## config.mk

```make
export PLATFORM = sky130hd
export DESIGN_NAME = xor_keystream_packet_scrambler_core
export DESIGN_NICKNAME = d
export VERILOG_FILES = /design/src/design/xks_pkg.sv /design/src/design/xks_ram.sv /design/src/design/xks_ctrl.sv /design/src/design/xks_datapath.sv /design/src/design/xor_keystream_packet_scrambler_core.sv
export VERILOG_INCLUDE_DIRS = /design/src /design/src/design
export SDC_FILE = /design/constraint.sdc
export NUM_CORES = 1
export LEC_CHECK = 0
export BUFFER_PORTS_ARGS = -buffer_cell sky130_fd_sc_hd__clkbuf_2
export CAP_MARGIN = 20
export CELL_PAD_IN_SITES_DETAIL_PLACEMENT = 1
export CELL_PAD_IN_SITES_GLOBAL_PLACEMENT = 1
export CORE_AREA = 3 3 263 265
export CTS_CLUSTER_DIAMETER = 40
export DETAILED_ROUTE_END_ITERATION = 6
export DIE_AREA = 0 0 266 268
export HOLD_SLACK_MARGIN = 0.15
export PLACE_DENSITY = 0.51
export SLEW_MARGIN = 20
export SYNTH_ARGS = -nofsm -noshare
export SYNTH_HDL_FRONTEND = slang
export SYNTH_SLANG_ARGS = --single-unit
```

## constraint.sdc

```tcl
create_clock -name clk -period 5.95 [get_ports clk]
set_clock_uncertainty 0.15 [all_clocks]
set_input_delay 0.595 -clock clk [delete_from_list [all_inputs] [get_ports clk]]
set_output_delay 0.595 -clock clk [all_outputs]
set_load 0.1 [all_outputs]
```

## src/design/assert_macros.svh

```systemverilog
`ifndef ASSERT_MACROS_SVH
`define ASSERT_MACROS_SVH

// Checks a condition at every rising edge of clk while out of reset.
`define XKS_ASSERT_ALWAYS(label, expr, msg) \
    label: assert property (@(posedge clk) disable iff (!rst_n) (expr)) \
        else $error(msg);

// Checks that a condition in one cycle is followed by another in the next.
`define XKS_ASSERT_NEXT(label, pre, post, msg) \
    label: assert property (@(posedge clk) disable iff (!rst_n) (pre) |=> (post)) \
        else $error(msg);

// Checks that a condition implies another in the same cycle.
`define XKS_ASSERT_IMPLY(label, pre, post, msg) \
    label: assert property (@(posedge clk) disable iff (!rst_n) (pre) |-> (post)) \
        else $error(msg);

`endif

```

## src/design/xks_pkg.sv

```systemverilog
package xks_pkg;

    // Input word kinds, carried on tuser.
    typedef enum logic [1:0] {
        KIND_CLEAR  = 2'd0,
        KIND_ABSORB = 2'd1,
        KIND_MIX    = 2'd2,
        KIND_DATA   = 2'd3
    } kind_t;

    typedef enum logic [2:0] {
        ST_IDLE,
        ST_ABSORB,
        ST_DATA,
        ST_MIX_RD,
        ST_MIX_WR
    } state_t;

    // Source of the primary key memory read address.
    typedef enum logic [1:0] {
        RD_DATA,
        RD_ABSORB,
        RD_MIX
    } rd_src_t;

    // Source of the key memory write address and data.
    typedef enum logic {
        WR_ABSORB,
        WR_MIX
    } wr_src_t;

    typedef struct packed {
        logic    capture;
        logic    clear;
        logic    rd_en;
        rd_src_t rd_src;
        logic    wr_en;
        wr_src_t wr_src;
        logic    out_load;
        logic    mix_start;
        logic    mix_advance;
    } cmd_t;

    typedef struct packed {
        logic mix_elem_last;
        logic mix_round_last;
        logic out_free;
    } status_t;

    localparam logic [31:0] GOLDEN       = 32'h9E3779B9;
    localparam logic [7:0]  GOLDEN_LOW   = GOLDEN[7:0];
    localparam int          MIX_NEIGHBOR = 7;
    localparam int          ROTATE       = 3;

endpackage

```

## src/design/xks_ram.sv

```systemverilog
module xks_ram #(
    parameter int WIDTH = 8,
    parameter int DEPTH = 32
) (
    input  logic                     clk,
    input  logic                     we,
    input  logic [$clog2(DEPTH)-1:0] waddr,
    input  logic [WIDTH-1:0]         wdata,
    input  logic                     re,
    input  logic [$clog2(DEPTH)-1:0] raddr_a,
    input  logic [$clog2(DEPTH)-1:0] raddr_b,
    output logic [WIDTH-1:0]         rdata_a,
    output logic [WIDTH-1:0]         rdata_b
);

    logic [WIDTH-1:0] mem [DEPTH];
    logic [WIDTH-1:0] rdata_a_reg;
    logic [WIDTH-1:0] rdata_b_reg;

    always_ff @(posedge clk)
    begin
        if (we)
        begin
            mem[waddr] <= wdata;
        end
        if (re)
        begin
            rdata_a_reg <= mem[raddr_a];
            rdata_b_reg <= mem[raddr_b];
        end
    end

    assign rdata_a = rdata_a_reg;
    assign rdata_b = rdata_b_reg;

endmodule

```

## src/design/xks_ctrl.sv

```systemverilog
`include "assert_macros.svh"

module xks_ctrl (
    input  logic             clk,
    input  logic             rst_n,
    input  logic             in_valid,
    input  xks_pkg::kind_t   in_kind,
    output logic             in_ready,
    output xks_pkg::cmd_t    cmd,
    input  xks_pkg::status_t sts
);

    xks_pkg::state_t state_reg;
    xks_pkg::state_t state_next;

    always_ff @(posedge clk or negedge rst_n)
    begin
        if (!rst_n)
        begin
            state_reg <= xks_pkg::ST_IDLE;
        end
        else
        begin
            state_reg <= state_next;
        end
    end

    // Next state.
    always_comb
    begin
        state_next = state_reg;
        case (state_reg)
            xks_pkg::ST_IDLE:
            begin
                if (in_valid)
                begin
                    case (in_kind)
                        xks_pkg::KIND_ABSORB: state_next = xks_pkg::ST_ABSORB;
                        xks_pkg::KIND_MIX:    state_next = xks_pkg::ST_MIX_RD;
                        xks_pkg::KIND_DATA:   state_next = xks_pkg::ST_DATA;
                        default:              state_next = xks_pkg::ST_IDLE;
                    endcase
                end
            end
            xks_pkg::ST_ABSORB: state_next = xks_pkg::ST_IDLE;
            xks_pkg::ST_DATA:
            begin
                if (sts.out_free)
                begin
                    state_next = xks_pkg::ST_IDLE;
                end
            end
            xks_pkg::ST_MIX_RD: state_next = xks_pkg::ST_MIX_WR;
            xks_pkg::ST_MIX_WR:
            begin
                if (sts.mix_elem_last && sts.mix_round_last)
                begin
                    state_next = xks_pkg::ST_IDLE;
                end
                else
                begin
                    state_next = xks_pkg::ST_MIX_RD;
                end
            end
            default: state_next = xks_pkg::ST_IDLE;
        endcase
    end

    // Commands to the datapath.
    always_comb
    begin
        in_ready        = 1'b0;
        cmd             = '0;
        cmd.rd_src      = xks_pkg::RD_DATA;
        cmd.wr_src      = xks_pkg::WR_ABSORB;
        case (state_reg)
            xks_pkg::ST_IDLE:
            begin
                in_ready    = 1'b1;
                cmd.capture = in_valid;
                if (in_valid)
                begin
                    case (in_kind)
                        xks_pkg::KIND_CLEAR:
                        begin
                            cmd.clear = 1'b1;
                        end
                        xks_pkg::KIND_ABSORB:
                        begin
                            cmd.rd_en  = 1'b1;
                            cmd.rd_src = xks_pkg::RD_ABSORB;
                        end
                        xks_pkg::KIND_MIX:
                        begin
                            cmd.mix_start = 1'b1;
                        end
                        default:
                        begin
                            cmd.rd_en  = 1'b1;
                            cmd.rd_src = xks_pkg::RD_DATA;
                        end
                    endcase
                end
            end
            xks_pkg::ST_ABSORB:
            begin
                cmd.wr_en  = 1'b1;
                cmd.wr_src = xks_pkg::WR_ABSORB;
            end
            xks_pkg::ST_DATA:
            begin
                cmd.out_load = sts.out_free;
            end
            xks_pkg::ST_MIX_RD:
            begin
                cmd.rd_en  = 1'b1;
                cmd.rd_src = xks_pkg::RD_MIX;
            end
            xks_pkg::ST_MIX_WR:
            begin
                cmd.wr_en       = 1'b1;
                cmd.wr_src      = xks_pkg::WR_MIX;
                cmd.mix_advance = 1'b1;
            end
            default:
            begin
                in_ready = 1'b0;
            end
        endcase
    end

    `XKS_ASSERT_NEXT(a_mix_starts, (state_reg == xks_pkg::ST_IDLE && in_valid && in_kind == xks_pkg::KIND_MIX), (state_reg == xks_pkg::ST_MIX_RD), "mix word did not start the mix sequence")
    `XKS_ASSERT_NEXT(a_mix_wr_next, (state_reg == xks_pkg::ST_MIX_WR), (state_reg == xks_pkg::ST_MIX_RD || state_reg == xks_pkg::ST_IDLE), "mix write followed by an unexpected state")
    `XKS_ASSERT_NEXT(a_mix_done, (state_reg == xks_pkg::ST_MIX_WR && !(sts.mix_elem_last && sts.mix_round_last)), (state_reg == xks_pkg::ST_MIX_RD), "mix ended before its last round")

endmodule

```

## src/design/xks_datapath.sv

```systemverilog
`include "assert_macros.svh"

module xks_datapath #(
    parameter int KEY_BYTES  = 32,
    parameter int MIX_ROUNDS = 4
) (
    input  logic             clk,
    input  logic             rst_n,
    input  logic [7:0]       in_value,
    input  logic             in_last,
    input  xks_pkg::cmd_t    cmd,
    output xks_pkg::status_t sts,
    input  logic             out_ready,
    output logic             out_valid,
    output logic [7:0]       out_byte,
    output logic             out_last
);

    localparam int AW = $clog2(KEY_BYTES);
    localparam int RW = (MIX_ROUNDS > 1) ? $clog2(MIX_ROUNDS) : 1;
    localparam logic [AW-1:0] IDX_LAST   = AW'(KEY_BYTES - 1);
    localparam logic [RW-1:0] ROUND_LAST = RW'(MIX_ROUNDS - 1);
    localparam logic [AW:0]   NB_OFFSET  = (AW + 1)'(xks_pkg::MIX_NEIGHBOR);
    localparam logic [AW:0]   KEY_SIZE   = (AW + 1)'(KEY_BYTES);

    logic [7:0]           value_reg;
    logic                 last_reg;
    logic [KEY_BYTES-1:0] valid_reg;
    logic [KEY_BYTES-1:0] valid_next;
    logic                 rd_valid_a_reg;
    logic                 rd_valid_b_reg;
    logic [AW-1:0]        absorb_pos_reg;
    logic [AW-1:0]        absorb_pos_next;
    logic [AW-1:0]        key_idx_reg;
    logic [AW-1:0]        key_idx_next;
    logic [15:0]          byte_pos_reg;
    logic [15:0]          byte_pos_next;
    logic [7:0]           counter_reg;
    logic [7:0]           counter_next;
    logic [AW-1:0]        mix_idx_reg;
    logic [AW-1:0]        mix_idx_next;
    logic [RW-1:0]        mix_round_reg;
    logic [RW-1:0]        mix_round_next;
    logic                 out_valid_reg;
    logic                 out_valid_next;
    logic [7:0]           out_byte_reg;
    logic                 out_last_reg;

    logic [AW:0]   nb_sum;
    logic [AW-1:0] mix_nb;
    logic [AW-1:0] raddr_a;
    logic [AW-1:0] waddr;
    logic [7:0]    wdata;
    logic [7:0]    rdata_a;
    logic [7:0]    rdata_b;
    logic [7:0]    key_a;
    logic [7:0]    key_b;
    logic [7:0]    key_rot;
    logic [15:0]   pos_prod;
    logic [7:0]    keystream;
    logic          out_free;

    // Neighbor entry of the mix, (i + 7) mod N.
    assign nb_sum = {1'b0, mix_idx_reg} + NB_OFFSET;
    assign mix_nb = (nb_sum >= KEY_SIZE) ? AW'(nb_sum - KEY_SIZE) : nb_sum[AW-1:0];

    always_comb
    begin
        case (cmd.rd_src)
            xks_pkg::RD_ABSORB: raddr_a = absorb_pos_reg;
            xks_pkg::RD_MIX:    raddr_a = mix_idx_reg;
            default:            raddr_a = key_idx_reg;
        endcase
    end

    // Entries never written since the last clear read as zero.
    assign key_a   = rd_valid_a_reg ? rdata_a : 8'h00;
    assign key_b   = rd_valid_b_reg ? rdata_b : 8'h00;
    assign key_rot = {key_a[7-xks_pkg::ROTATE:0], key_a[7:8-xks_pkg::ROTATE]};

    always_comb
    begin
        case (cmd.wr_src)
            xks_pkg::WR_MIX:
            begin
                waddr = mix_idx_reg;
                wdata = key_rot ^ key_b;
            end
            default:
            begin
                waddr = absorb_pos_reg;
                wdata = key_a ^ value_reg;
            end
        endcase
    end

    xks_ram #(
        .WIDTH (8),
        .DEPTH (KEY_BYTES)
    ) u_key_ram (
        .clk     (clk),
        .we      (cmd.wr_en),
        .waddr   (waddr),
        .wdata   (wdata),
        .re      (cmd.rd_en),
        .raddr_a (raddr_a),
        .raddr_b (mix_nb),
        .rdata_a (rdata_a),
        .rdata_b (rdata_b)
    );

    // Only the low byte of pos * golden ratio matters, so an 8x8 product suffices.
    assign pos_prod  = {8'h00, byte_pos_reg[7:0]} * {8'h00, xks_pkg::GOLDEN_LOW};
    assign keystream = counter_reg ^ pos_prod[7:0];

    assign out_free = !out_valid_reg || out_ready;

    always_comb
    begin
        valid_next      = valid_reg;
        absorb_pos_next = absorb_pos_reg;
        key_idx_next    = key_idx_reg;
        byte_pos_next   = byte_pos_reg;
        counter_next    = counter_reg;
        mix_idx_next    = mix_idx_reg;
        mix_round_next  = mix_round_reg;
        out_valid_next  = out_valid_reg && !out_ready;

        if (cmd.clear)
        begin
            valid_next      = '0;
            absorb_pos_next = '0;
            key_idx_next    = '0;
            byte_pos_next   = '0;
            counter_next    = '0;
        end
        else if (cmd.wr_en)
        begin
            valid_next[waddr] = 1'b1;
            if (cmd.wr_src == xks_pkg::WR_ABSORB)
            begin
                absorb_pos_next = (absorb_pos_reg == IDX_LAST) ? '0 : absorb_pos_reg + AW'(1);
            end
        end

        if (cmd.mix_start)
        begin
            mix_idx_next   = '0;
            mix_round_next = '0;
        end
        else if (cmd.mix_advance)
        begin
            if (mix_idx_reg == IDX_LAST)
            begin
                mix_idx_next   = '0;
                mix_round_next = mix_round_reg + RW'(1);
            end
            else
            begin
                mix_idx_next = mix_idx_reg + AW'(1);
            end
        end

        if (cmd.out_load)
        begin
            out_valid_next = 1'b1;
            if (last_reg)
            begin
                counter_next  = counter_reg + 8'd1;
                byte_pos_next = '0;
                key_idx_next  = '0;
            end
            else
            begin
                byte_pos_next = byte_pos_reg + 16'd1;
                // The key index follows pos mod N, including the 16-bit wrap.
                if (byte_pos_reg == 16'hFFFF || key_idx_reg == IDX_LAST)
                begin
                    key_idx_next = '0;
                end
                else
                begin
                    key_idx_next = key_idx_reg + AW'(1);
                end
            end
        end
    end

    always_ff @(posedge clk or negedge rst_n)
    begin
        if (!rst_n)
        begin
            valid_reg      <= '0;
            rd_valid_a_reg <= 1'b0;
            rd_valid_b_reg <= 1'b0;
            absorb_pos_reg <= '0;
            key_idx_reg    <= '0;
            byte_pos_reg   <= '0;
            counter_reg    <= '0;
            mix_idx_reg    <= '0;
            mix_round_reg  <= '0;
            out_valid_reg  <= 1'b0;
        end
        else
        begin
            valid_reg      <= valid_next;
            absorb_pos_reg <= absorb_pos_next;
            key_idx_reg    <= key_idx_next;
            byte_pos_reg   <= byte_pos_next;
            counter_reg    <= counter_next;
            mix_idx_reg    <= mix_idx_next;
            mix_round_reg  <= mix_round_next;
            out_valid_reg  <= out_valid_next;
            if (cmd.rd_en)
            begin
                rd_valid_a_reg <= valid_reg[raddr_a];
                rd_valid_b_reg <= valid_reg[mix_nb];
            end
        end
    end

    always_ff @(posedge clk)
    begin
        if (cmd.capture)
        begin
            value_reg <= in_value;
            last_reg  <= in_last;
        end
        if (cmd.out_load)
        begin
            out_byte_reg <= value_reg ^ key_a ^ keystream;
            out_last_reg <= last_reg;
        end
    end

    assign sts.mix_elem_last  = (mix_idx_reg == IDX_LAST);
    assign sts.mix_round_last = (mix_round_reg == ROUND_LAST);
    assign sts.out_free       = out_free;

    assign out_valid = out_valid_reg;
    assign out_byte  = out_byte_reg;
    assign out_last  = out_last_reg;

    `XKS_ASSERT_IMPLY(a_no_overwrite, cmd.out_load, (!out_valid_reg || out_ready), "output word overwritten before it was taken")
    `XKS_ASSERT_ALWAYS(a_absorb_range, (int'(absorb_pos_reg) < KEY_BYTES), "absorb position left the key range")
    `XKS_ASSERT_ALWAYS(a_key_idx_range, (int'(key_idx_reg) < KEY_BYTES), "key index left the key range")

endmodule

```

## src/design/xor_keystream_packet_scrambler_core.sv

```systemverilog
// Packet scrambler with an internal key store of KEY_BYTES bytes.
// Input words arrive on the s_axis channel: tuser selects the kind of word
// (clear key, absorb a secret byte, mix the key, or data byte), tdata carries
// the byte and tlast marks the last data byte of a packet. Each data byte
// leaves on the m_axis channel XORed with the key and a per-byte keystream;
// the other kinds produce no output word. Scrambling and unscrambling are the
// same operation.
// One word is processed at a time. A clear is done as it is accepted; an
// absorb or a data byte first reads its entry from the key memory, and a
// mix reads and writes each key entry in turn for MIX_ROUNDS rounds. The
// registered memory read and the read-then-write sequence of each key update
// set these steps. A data byte reaches m_axis through that read and the
// output register, which lets the next input word be accepted while a result
// still waits. If the receiver stalls, a data byte waits in the core until
// the output register is free, and no further word is accepted meanwhile.
// After reset the key reads as all zero through per-entry valid flags, so no
// clearing pass is needed; the counters and positions also start at zero.
module xor_keystream_packet_scrambler_core #(
    parameter int KEY_BYTES  = 32,
    parameter int MIX_ROUNDS = 4
) (
    input  logic       clk,
    input  logic       rst_n,
    input  logic       s_axis_tvalid,
    output logic       s_axis_tready,
    input  logic [7:0] s_axis_tdata,   // value[7:0]
    input  logic [1:0] s_axis_tuser,   // kind[1:0]
    input  logic       s_axis_tlast,
    output logic       m_axis_tvalid,
    input  logic       m_axis_tready,
    output logic [7:0] m_axis_tdata,   // out_byte[7:0]
    output logic       m_axis_tlast
);

    xks_pkg::cmd_t    cmd;
    xks_pkg::status_t sts;
    xks_pkg::kind_t   in_kind;

    assign in_kind = xks_pkg::kind_t'(s_axis_tuser);

    // The controller sequences each word; the datapath holds key and counters.
    xks_ctrl u_ctrl (
        .clk      (clk),
        .rst_n    (rst_n),
        .in_valid (s_axis_tvalid),
        .in_kind  (in_kind),
        .in_ready (s_axis_tready),
        .cmd      (cmd),
        .sts      (sts)
    );

    xks_datapath #(
        .KEY_BYTES  (KEY_BYTES),
        .MIX_ROUNDS (MIX_ROUNDS)
    ) u_datapath (
        .clk       (clk),
        .rst_n     (rst_n),
        .in_value  (s_axis_tdata),
        .in_last   (s_axis_tlast),
        .cmd       (cmd),
        .sts       (sts),
        .out_ready (m_axis_tready),
        .out_valid (m_axis_tvalid),
        .out_byte  (m_axis_tdata),
        .out_last  (m_axis_tlast)
    );

endmodule

```

Yosys cells after proc, flatten, opt, wreduce, memory -nomap -nowiden --
Memory sizes are Yosys's and may differ from the RTL's. A register that Yosys moved wholly into a read port is not among the register bits. Cells that the tools add are included. W data, S select, Z words.
Storage, ports and cells: register bits after elaboration 97, input port bits 15, bits in writable memories 256, word-level logic and storage cells 123, memories kept 1
Memories:
- u_datapath.u_key_ram.mem | depth 32, width 8, rd ports 2, clocked after memory_dff 2, write ports 1, line xks_ram.sv:16 | logic [WIDTH-1:0] mem [DEPTH];
Operators by class: eq/ne operators 17, magnitude comparators 5, $mul 1, $add $sub $neg 8, reduce and logical (&&, ||, !) cells 17, bitwise operators 5, mux-type cells 54
Operators with widths (number):
- $mux W5 | 13
- $mux W32 | 2
- $mux W16 | 3
- $mux W8 | 6
- $or A32 B32 Y32 | 1
- $xor A8 B8 Y8 | 4
- $lt A5 B6 Y1 const B | 3
- $add A16 B1 Y16 const B | 1
- $eq A16 B16 Y1 const B | 1
- $add A5 B1 Y5 const B | 3
- $eq A5 B5 Y1 const B | 3
- $mux W1 | 13
- $pmux W3 S2 | 2
- $pmux W3 S4 | 1
- $bmux W1 S5 | 2
- $mux W2 | 5
- $pmux W5 S2 | 1
- $add A8 B1 Y8 const B | 1
- $eq A2 B2 Y1 const B | 4
- $mul A8 B8 Y8 const B | 1
- $reduce_bool A2 Y1 | 4
- $add A5 B3 Y6 const B | 1
- $eq A3 B2 Y1 const B | 2
- $ge A6 B6 Y1 const B | 1
- other kinds (20) | 29

Depth between registers and ports, before layout --
depth in word-level cells 10, depth in mapped cells 14

By module --
A second synthesis with hierarchy kept.
Second synthesis, totals: cells, all modules 1162, area, all modules 18356.4 µm²
By module, submodules not included:
- xks_ram | sequential area each 8167.8 µm², cells an instance 532, times used 1, area each 12368.1 µm²
- xks_datapath | sequential area each 2442.3 µm², cells an instance 597, times used 1, area each 5684.2 µm²
- xks_ctrl | sequential area each 75.1 µm², cells an instance 33, times used 1, area each 304.0 µm²

Worst setup path after synthesis --
Ideal clock, no wire load.
kind input to register, start point input port s_axis_tvalid, end point register u_datapath.u_key_ram.rdata_a_reg[0], in the netlist u_datapath.u_key_ram.rdata_a[0] (read register of u_datapath.u_key_ram.mem), data pin, arrival 3.204 ns, setup slack 2.334 ns, library setup time 0.261 ns, stages 13, path through nor4b_2 > and2_1 > ha_1 > buf_2 > a221o_1 > and2_1 > buf_2 > buf_4 > buf_2 > nand2_1 > a31oi_1 > o22ai_1 > nor4_1
On the way: longest elaborated chain between the ends 4, elaborated cells on any way between the ends 5, classes of those cells eq/ne: 2; mux: 3
RTL lines:
- start: declaration | line xor_keystream_packet_scrambler_core.sv:24 | input logic s_axis_tvalid,
- $mux W4 * | line xks_ctrl.sv:81 | if (in_valid)
- $pmux W3 S2 * | line xks_ctrl.sv:76 | case (state_reg)
- $eq A2 B2 Y1 / $eq A2 B1 Y1 (equally long branches) | line xks_datapath.sv:69 | case (cmd.rd_src)
- $pmux W5 S2 | line xks_datapath.sv:69
- end: declaration | line xks_ram.sv:17 | logic [WIDTH-1:0] rdata_a_reg;
Mark *: on every way between the ends. The rest lies on a longest branch, timed or not. A chain may end at the register's enable or synchronous reset.

Worst setup path after layout --
start point register u_ctrl.state_reg[1], end point register u_datapath.u_key_ram.rdata_a_reg[5], in the netlist u_datapath.u_key_ram.rdata_a[5] (read register of u_datapath.u_key_ram.mem), data pin
On the way: longest elaborated chain between the ends 4, elaborated cells on any way between the ends 6, classes of those cells eq/ne: 3; mux: 2; reduce/logical: 1
RTL lines:
- start: declaration | line xks_ctrl.sv:13 | xks_pkg::state_t state_reg;
- start signal: assignment | line xks_ctrl.sv:20 | state_reg <= xks_pkg::ST_IDLE;
- start signal: assignment | line xks_ctrl.sv:24 | state_reg <= state_next;
- $eq A3 B2 Y1 / $logic_not A3 Y1 (equally long branches) | line xks_ctrl.sv:76
- $pmux W3 S2 * | line xks_ctrl.sv:76
- $eq A2 B2 Y1 / $eq A2 B1 Y1 (equally long branches) | line xks_datapath.sv:69
- $pmux W5 S2 | line xks_datapath.sv:69
Marks and branches as above.

==> key figures <==
Outcome
  – Outcome: complete, no violations

Critical path
  – Buf/Inv on CP: 3
  – CP Launch Point: u_ctrl.state_reg[1]$_DFFE_PN0P_
  – Endpoint kind of the worst setup timing path: flip-flop
  – Critical Setup Path Class: reg2reg
  – Type of element launching the critical path: flip-flop
  – Cell repeated most along the worst path: buf_4
  – Critical path data required time: 6210 ps
  – Kind of cell adding the most delay to the critical path: simple AND/OR/NAND/NOR gates
  – Crit-path max FO: 28
  – Signal arrival time at the worst endpoint: slightly below 5000 ps
  – Worst path cell trace: nor4b_2 -> buf_4 -> and2_1 -> ha_1 -> a221o_2 -> buf_4 -> buf_4 -> and3_1 -> a211oi_1 -> a31oi_1 -> o22ai_1 -> nor4_1
  – Delay contributed by the slowest stage of the critical path: 540 ps
  – Cell at the slowest stage of the critical path: dfrtp_1
  – Worst reg2reg path startpoint: u_ctrl.state_reg[1]$_DFFE_PN0P_

Job
  – Max-cap violations: 0

Place
  – Port buffer count: 25
  – Gpl congestion: 0.748
  – Post-Place Cells: 2309
  – HPWL after detailed placement: 40300 um
  – Post-placement cell area: 19900 sq um
  – Pre-CTS setup slack: 1210 ps

Clocking
  – H-tree levels: 3
  – Number of buffers inserted for hold repair after clock tree synthesis: 10
  – CTS resizes: 0
  – Root Driver: clkbuf_16
  – Post-CTS setup repair buffer count: 0
  – CTS buffer count: 74
  – TritonCTS sink count: 369
  – Skew-Pair Late Insertion Delay: 590 ps
  – Clock-pin slew reported for the worst setup and hold paths after clock tree synthesis: ~50 ps
  – Buffers from clock root to sink, at most: 3
  – Clock tree from TritonCTS: yes

Floorplan
  – Horizontal extent of the die: 266 um
  – Starting density of the core: 0.279
  – Die Area: about 71000 sq um
  – IO Count: 26
  – Row cnt: 95
  – Floorplan core area: 67000 sq um
  – Floorplan die height: 268 um

Final layout
  – Commonest non-fill, non-tap cell in the layout: edfxtp_1
  – Layout Area Growth over Synthesis: 21.0%
  – Fill cell total of the finished layout: approximately 7100
  – Fraction of final layout cells with drive strength greater than 1: 0.202
  – Leading cell types in the layout, fill and taps excluded: edfxtp_1 (290), nand2_1 (219), mux4_2 (92), dfrtp_1 (78), and3_1 (77)
  – Number of flip-flops under the largest register name: roughly 260
  – Number of antenna diodes: 0
  – Non-Filler Instances: 2454
  – Net count reported at finish: 1572
  – Fin area: 22600 sq um

STA
  – Slew at the pin closest to its max-slew limit: approximately 1100 ps
  – Number of setup violations in the final report: 0
  – Max-slew violation count: 0
  – Period minus WS final: 4640 ps
  – Portion of the clock cycle consumed by the worst path in the final layout: 0.780
  – Slew margin rel.: 0.258
  – Highest attainable clock frequency: roughly 220 MHz
  – Worst setup slack after layout: 1310 ps
  – Setup repair after global routing missed its margin: no
  – Post-Route Setup TNS: 0 ps
  – Hold violation total from the final report: 0

Drt
  – DR WL/cell: roughly 25 um
  – Routed vias: ~13000
  – Final WL: 61700 um
  – Number of remaining DRC errors: 0
  – Iteration count of the initial detailed-routing pass: 7
  – Via density: 5.35
  – Number of nets still failing antenna checks after routing: 0
  – Initial drt markers: 1132

Global routing
  – Global-route wire length before repair: between 90000 and 100000 um
  – GRT Residual Overflow: 0
  – Total GRT Usage: 0.174
  – Antenna violations before repair: 0
  – Maximum number of pins on one net before global-route repair: 97
  – Via count of the first global-routing pass: about 14000

Synthesis
  – Number of library cell types mapped by synthesis: 66
  – Post-synthesis cell count: ~1500
  – Number of enable flip-flop cells after synthesis: 290
  – Register area share after synthesis: 0.572
  – Ys async rst share: 0.214
  – Synthesized area divided by synthesized cell count: 12.7 sq um
  – Flip-flop and latch count after synthesis: 369
  – Nets in the synthesized netlist: 1520
  – Area of the mapped netlist: roughly 19000 sq um
  – Total number of yosys warnings: 0
  – Top_reg_cell synth: edfxtp_1

Power
  – Leakage power of the design: between 8 and 9 nW
  – Cell Pwr Density: a little over 500 nW/um^2
  – Overall power: 0.0114 W
  – Worst IR Drop VDD: around 210 uV

Worst hold path
  – Class of the tightest hold or removal check: in2reg
  – Startpoint of the lowest-slack hold path: s_axis_tvalid
[power breakdown]
group	internal (W)	total, W	switching [W]	leakage, nW
registers	0.00326	0.00352	0.000266	3.70
clock network	0.00289	0.00436	0.00147	1.26
logic	0.00137	0.00356	0.00219	3.14
total	0.00751	0.0114	0.00393	8.10
[worst paths after layout]
check	slack [ps]	to	depth (start not counted)
max reg2reg	1310	u_datapath.u_key_ram.rdata_a[5]$_DFFE_PP_	12
min reg2reg	350	u_datapath.byte_pos_reg[9]$_DFFE_PN0P_	1
max in group asynchronous	4160	u_datapath.mix_idx_reg[0]$_DFFE_PN0P_	3
max	1310	u_datapath.u_key_ram.rdata_a[5]$_DFFE_PP_	12
min	320	u_ctrl.state_reg[0]$_DFFE_PN0P_	5
min in group asynchronous	390	u_datapath.byte_pos_reg[5]$_DFFE_PN0P_	2
[synth_stat cells (3+ instances only)]
master,number,area [sq um]
a211oi_1,66,495
a21oi_1,25,125
a22o_1,4,35.0
a22oi_1,4,30.0
a31oi_1,76,475
and2_1,6,37.5
and3_1,77,482
buf_1,5,18.8
buf_2,40,200
buf_4,3,22.5
clkbuf_1,54,203
dfrtp_1,79,1980
edfxtp_1,290,8710
fa_1,3,60.1
ha_1,30,375
inv_1,22,82.6
mux2_2,9,101
mux2i_1,14,140
mux4_2,92,2070
nand2_1,219,822
nand2b_1,6,37.5
nand3_1,33,165
nand3b_1,8,60.1
nand4_1,14,87.6
nor2_1,75,282
nor2b_1,3,18.8
nor3_1,4,20.0
nor3b_1,3,22.5
nor4_1,9,56.3
o21a_1,34,255
o21ai_0,41,205
o21ai_1,3,15.0
o22ai_1,33,206
o31ai_1,4,30.0
o32ai_1,7,61.3
or3_1,3,18.8
or4_1,3,22.5
xnor2_1,30,263
xor2_1,9,78.8
[cell type report]
type	instances	area [sq um]	share of cell area
inverter	23	86.3	0.00382
clock inverter	51	694	0.0307
sequential	369	10700	0.473
timing repair buffer	80	603	0.0267
multi-input combinational	976	7540	0.334
clock buffer	82	1900	0.0841
tap	873	1090	0.0483
[logic make-up (layout without fill, tap and decap cells)]
kind of cell,count (synthesis),in the layout,synth area share
muxes,115,115,0.124
adders and majority gates,33,33,0.0233
and+or+nand+nor,472,472,0.119
xor gates and xnor gates,41,41,0.0200
buffers and inverters,127,236,0.0296
AOI/OAI and AO/OA,315,315,0.112
DFF,369,369,0.572
[worst min-delay path: cells and delay by family]
| family | cells | cell delay (ps) |
|---|---|---|
| AO/OA/AOI/OAI | 1 | 130 |
| AND/OR/NAND/NOR | 3 | 160 |
| buffers and inverters | 1 | 100 |
[layer usage]
layer	vias to the layer above	wire (um)	global-route usage	share of wire
met4	0	1270	0.0491	0.021
met2	319	29600	0.291	0.48
li1	5843	-	-	-
met1	6882	27600	0.233	0.45
met3	82	3280	0.0330	0.053
met5	-	0	0	0
[per-stage QoR]
step	hold WS [ps]	utilization
2_1_floorplan	149	-
3_3_place_gp	316	0.297
3_5_place_dp	346	0.297
4_1_cts	271	0.337
5_1_grt	338	0.337
6_report	318	0.337
Note: power is estimated with default switching activity, not from simulation.
